<file path="src/sv/csr_sparse_matrix_vector_multiply_unit_defines.svh">
// Assertion macros shared by the sparse matrix-vector multiply RTL.
`ifndef CSR_SPARSE_MATRIX_VECTOR_MULTIPLY_UNIT_DEFINES_SVH
`define CSR_SPARSE_MATRIX_VECTOR_MULTIPLY_UNIT_DEFINES_SVH

`ifndef ASSERT_OFF

// Same-cycle implication, checked at every rising edge outside reset.
`define CSMV_ASSERT_NOW(lbl, clk, rst_n, ante, cons) \
    lbl: assert property (@(posedge clk) disable iff (!rst_n) (ante) |-> (cons)) \
        else $error("csmv: same-cycle check failed");

// Next-cycle implication, checked at every rising edge outside reset.
`define CSMV_ASSERT_NEXT(lbl, clk, rst_n, ante, cons) \
    lbl: assert property (@(posedge clk) disable iff (!rst_n) (ante) |=> (cons)) \
        else $error("csmv: next-cycle check failed");

`else

`define CSMV_ASSERT_NOW(lbl, clk, rst_n, ante, cons)
`define CSMV_ASSERT_NEXT(lbl, clk, rst_n, ante, cons)

`endif

`endif

</file>
<file path="src/sv/csmv_pkg.sv">
// Types and constants of the sparse matrix-vector multiply unit.
`default_nettype none

package csmv_pkg;

    localparam int VECTOR_DEPTH = 1024;
    localparam int ADDR_W       = (VECTOR_DEPTH > 1) ? $clog2(VECTOR_DEPTH) : 1;

    localparam int CMD_W   = 2;
    localparam int INDEX_W = 10;
    localparam int VALUE_W = 32;
    localparam int SUM_W   = 64;
    localparam int ROW_W   = 20;

    localparam int QUEUE_DEPTH = 4;
    localparam int QPTR_W      = $clog2(QUEUE_DEPTH);
    localparam int QCNT_W      = $clog2(QUEUE_DEPTH + 1);

    localparam logic [CMD_W-1:0] CMD_LOAD    = 2'd0;
    localparam logic [CMD_W-1:0] CMD_NONZERO = 2'd1;
    localparam logic [CMD_W-1:0] CMD_END_ROW = 2'd2;

    typedef enum logic [1:0] {
        OP_LOAD,
        OP_MAC,
        OP_END
    } t_op;

    typedef struct packed {
        t_op                 op;
        logic [INDEX_W-1:0]  index;
        logic [VALUE_W-1:0]  value;
    } t_item;

endpackage

`default_nettype wire

</file>
<file path="src/sv/csmv_queue.sv">
// Short queue of decoded beats between the front and back ends.
`default_nettype none
`include "csr_sparse_matrix_vector_multiply_unit_defines.svh"

module csmv_queue (
    input  wire logic            i_clk,
    input  wire logic            i_rst_n,
    input  wire logic            i_push,
    input  wire csmv_pkg::t_item i_item,
    input  wire logic            i_pop,
    output logic                 o_full,
    output logic                 o_valid,
    output csmv_pkg::t_item      o_item
);
    import csmv_pkg::*;

    t_item               r_slot [QUEUE_DEPTH];
    logic [QPTR_W-1:0]   r_wr_ptr;
    logic [QPTR_W-1:0]   r_rd_ptr;
    logic [QCNT_W-1:0]   r_count;

    always_ff @(posedge i_clk) begin
        if (i_push) begin
            r_slot[r_wr_ptr] <= i_item;
        end
    end

    always_ff @(posedge i_clk) begin
        if (!i_rst_n) begin
            r_wr_ptr <= '0;
            r_rd_ptr <= '0;
            r_count  <= '0;
        end else begin
            if (i_push) begin
                r_wr_ptr <= r_wr_ptr + QPTR_W'(1);
            end
            if (i_pop) begin
                r_rd_ptr <= r_rd_ptr + QPTR_W'(1);
            end
            if (i_push && !i_pop) begin
                r_count <= r_count + QCNT_W'(1);
            end else if (i_pop && !i_push) begin
                r_count <= r_count - QCNT_W'(1);
            end
        end
    end

    assign o_full  = (r_count == QCNT_W'(QUEUE_DEPTH));
    assign o_valid = (r_count != '0);
    assign o_item  = r_slot[r_rd_ptr];

    `CSMV_ASSERT_NOW(a_no_push_when_full, i_clk, i_rst_n, o_full, !i_push)
    `CSMV_ASSERT_NOW(a_no_pop_when_empty, i_clk, i_rst_n, !o_valid, !i_pop)
    `CSMV_ASSERT_NOW(a_count_bounded, i_clk, i_rst_n, 1'b1, r_count <= QCNT_W'(QUEUE_DEPTH))
endmodule

`default_nettype wire

</file>
<file path="config.mk">
export PLATFORM = sky130hd
export DESIGN_NAME = csmv_queue
export DESIGN_NICKNAME = d
export VERILOG_FILES = /design/src/sv/csmv_pkg.sv /design/src/sv/csmv_queue.sv
export VERILOG_INCLUDE_DIRS = /design/src /design/src/sv
export SDC_FILE = /design/constraint.sdc
export NUM_CORES = 1
export LEC_CHECK = 0
export BUFFER_PORTS_ARGS = -buffer_cell sky130_fd_sc_hd__buf_2
export CORE_UTILIZATION = 50
export DETAILED_ROUTE_END_ITERATION = 10
export PLACE_DENSITY = 0.7
export SETUP_SLACK_MARGIN = 0.02
export SYNTH_ARGS = -nofsm -noshare
export SYNTH_HDL_FRONTEND = slang
export SYNTH_SLANG_ARGS = --single-unit
</file>
<file path="constraint.sdc">
create_clock -name i_clk -period 2.3 [get_ports i_clk]
set_clock_uncertainty 0.15 [all_clocks]
set_input_delay 0.115 -clock i_clk [delete_from_list [all_inputs] [get_ports i_clk]]
set_output_delay 0.115 -clock i_clk [all_outputs]
set_load 0.01 [all_outputs]
</file>
==> flow_summary.ini <==
[run_status]
status = complete, no violations

[critical_path]
r2r_end = r_slot[2][5]$_DFFE_PP_
worstSetupStartpointType = flip-flop
cp.arrival_ns = 1.83
critPathCaptureType = output port
crit_chain = buf_4 -> mux4_2 -> buf_2
cpPeakStageDelay_ns = 0.52
worst-path-stages = 3
reg2reg_slack_ns = 0.59
rr_worst_depth = 4
worstSetupPathType = flip-flop to output port
crit_end = o_item[2]
cp.required_ns = 2.04
slowest_stage = mux4_2
cp_max_fo = 12
crit_buf_inv = 2
reg2reg_from = r_wr_ptr[0]$_SDFFE_PN0P_
cpLargestDelayFamily = multiplexers

[die]
design.core.area_um2 = 13300
die_area_um2 = 14180
die_x_um = 119.1
start_util_pct = 51.55
fp.dieH_um = 119.1
io_pins = 94
rows = 42

[synth]
synth_cell_types = 21
synth-xor-area-share_pct = 0.6389
yosysSeqAreaShare_pct = 79.74
synthAdderAreaFrac_pct = 1.205
synth_top_family_by_area = multiplexers
syn_nets = 327
syn_area_um2 = 6854
yosysWarnings = 0
synth_compound_gate_area_share_pct = 0.1825
synthMuxAreaShare_pct = 14.97
yosys.area_share.simple_pct = 1.351
synth_top_cell_by_area = edfxtp_1
synth_top_area_share_pct = 77.11
ys_ff_latch = 185
syn_inst = 273
synthTopCellsByArea = edfxtp_1 77%, mux4_2 13%, dfxtp_1 2.6%, mux4_1 1.5%, buf_12 1.2%
avgSynthCellArea_um2 = 25.11

[final_layout]
nNetsFinal = 491
utilization_pct = 65.32
drive_gt1_share_pct = 39.78
area_delta_synth_final_pct = 26.71
insertedDiodeCount = 0
fin_area_um2 = 8685
fill_cells = 906

[routing]
top_layer = met4
routedWlPerCell_um = 18.63
drc = 0
dr.pass1.iters = 4
post_drt_via_cell_ratio = 5.163
final_antenna_net_count = 0
vias = 3232
wl_met3_um = 445
wl_met1_um = 5010
wl_met2_um = 6099
drt-initial-drc-count = 176
totalWireLength_um = 11660

[pwr]
power.density_nw_per_um2 = 869.5
combPwrFrac_pct = 10.7
power.switching_mw = 1.519
p_clk_share_pct = 37.4
sw_frac_of_total_pct = 20.11
vdd_drop_max_mv = 0.5392
p_leak_nw = 3.030
seq_power_share_pct = 51.9
intPower_mw = 6.032

[timing]
final_hold_viol_count = 0
max_slew_margin_pct = 69.17
slew_violations = 0
finalSetupTns_ns = 0
min_period_ns = 2.099
finalCritPeriodShare_pct = 91.26
worst_pin_slew_ns = 0.4624
max_freq_ghz = 0.4764
rsz0062_at_grt = false
finalSetupViolCount = 0

[clock_tree]
cts_num_sinks = 185
numCtsBuffers = 17
clk_path_buf_depth = 2
htreeDepth = 4
clkTransAtPathRegs_ns = 0.06
cts_tree = yes
cts_root_buffer = clkbuf_16
clk_latency_ns = 0.41

[placed_design]
port_buffers = 93
gp_congestion = 0.7323
dpl_cell_area_um2 = 7614
dpl.hpwl_um = 7022

[grt]
antenna_found_initial = 0
grt_usage_pct = 17.77
overflow = 0
grt_max_degree = 45
grt_pass1_vias = 3490
grt_pass1_wl_um = 18260

[min_path]
hp-class = primary input to flip-flop
hold_start = i_item[23]

[run]
cap_violations = 0
## repair_timing
action	CTS	global route
resized for setup	0	0
setup buffers	1	0
hold endpoints to repair	185	0
hold buffers	47	0
setup endpoints to repair	9	0
## worst min-delay path by stage
| stage | endpoint | slack (ns) | cells past startpoint |
|---|---|---|---|
| 3_5_place_dp | r_slot[3][3]$_DFFE_PP_ | 0.18 | 1 |
| 2_1_floorplan | r_slot[0][0]$_DFFE_PP_ | 0.06 | 0 |
| 4_1_cts | r_slot[2][23]$_DFFE_PP_ | 0.28 | 2 |
| 5_1_grt | r_slot[3][0]$_DFFE_PP_ | 0.29 | 2 |
| 6_report | r_slot[0][23]$_DFFE_PP_ | 0.29 | 2 |
| 3_3_place_gp | r_slot[0][21]$_DFFE_PP_ | 0.18 | 1 |
## placed cells by master, fill, tap and decap left out, types with 6 or more instances in the layout
master / synthesis / final
clkbuf_16: 0 / 17
dfxtp_1: 9 / 7
dlygate4sd3_1: 0 / 47
mux4_2: 40 / 40
edfxtp_1: 176 / 176
buf_4: 0 / 8
buf_12: 4 / 6
buf_2: 4 / 93
clkbuf_1: 0 / 7
## metrics by stage
stage               total power [mW]  std cells  hold WS (ns)  worst slack, ns
global placement               4.721        546        0.1761           0.4223
detailed placement             4.743        546        0.1843           0.4176
CTS                            7.620        626        0.2836           0.1365
global route                   7.814        626        0.2905          0.08566
floorplan                      4.439        273       0.06387           0.1457
finish                         7.551        626        0.2931           0.2010
## sequential cells by signal, summed over array words and instances, names as in the netlist, named ones only
register,count
r_count,3
r_rd_ptr,2
r_slot,176
r_wr_ptr,2
## power groups by stage
stage	combinational (mW)	clock, mW	sequential [mW]
after global routing	0.870	3.01	3.94
after detailed placement	0.740	0	4.00
after global placement	0.728	0	3.99
after CTS	0.822	2.87	3.92
after floorplan	0.467	0	3.97
final	0.805	2.83	3.92
## final cells by class
type,instances,area [um2],area share [%]
multi-input cells,74,1262,14.54
clock buffers,29,520.5,5.993
clock inverters,3,65.06,0.7492
repair buffers,155,1131,13.02
flip-flops and latches,185,5470,62.99
inverters,4,15.01,0.1729
well taps,176,220.2,2.536
## worst register-to-register path: stages, from the launching register on
cell and delay [ns]:
dfxtp_1 0.35, inv_1 0.10, ha_1 0.14, and2_2 0.37, buf_4 0.30
## layer usage
metal / track usage [%] / vias to the layer above
met3: 4.981 / 11
met4: 6.092 / 0
met1: 22.12 / 1671
met5: 0 / -
met2: 30.01 / 66
li1: - / 1484
## Yosys cell counts (all sizes together)
master,count
nor2b,2
dfxtp,9
mux2i,2
inv,4
edfxtp,176
nand2,1
o21ai,1
a21boi,1
buf,9
nor3b,1
ha,5
and2,9
or3,2
mux4,44
xor2,3
clkbuf,1
xnor2,2
fa,1
## cell families after synthesis
kind of cell	count (synthesis)
buffers and inverters	14
AOI/OAI and AO/OA	2
and+or+nand+nor	15
DFF	185
muxes	46
xor gates and xnor gates	5
adders and majority gates	6
(Power assumes the default switching activity.)
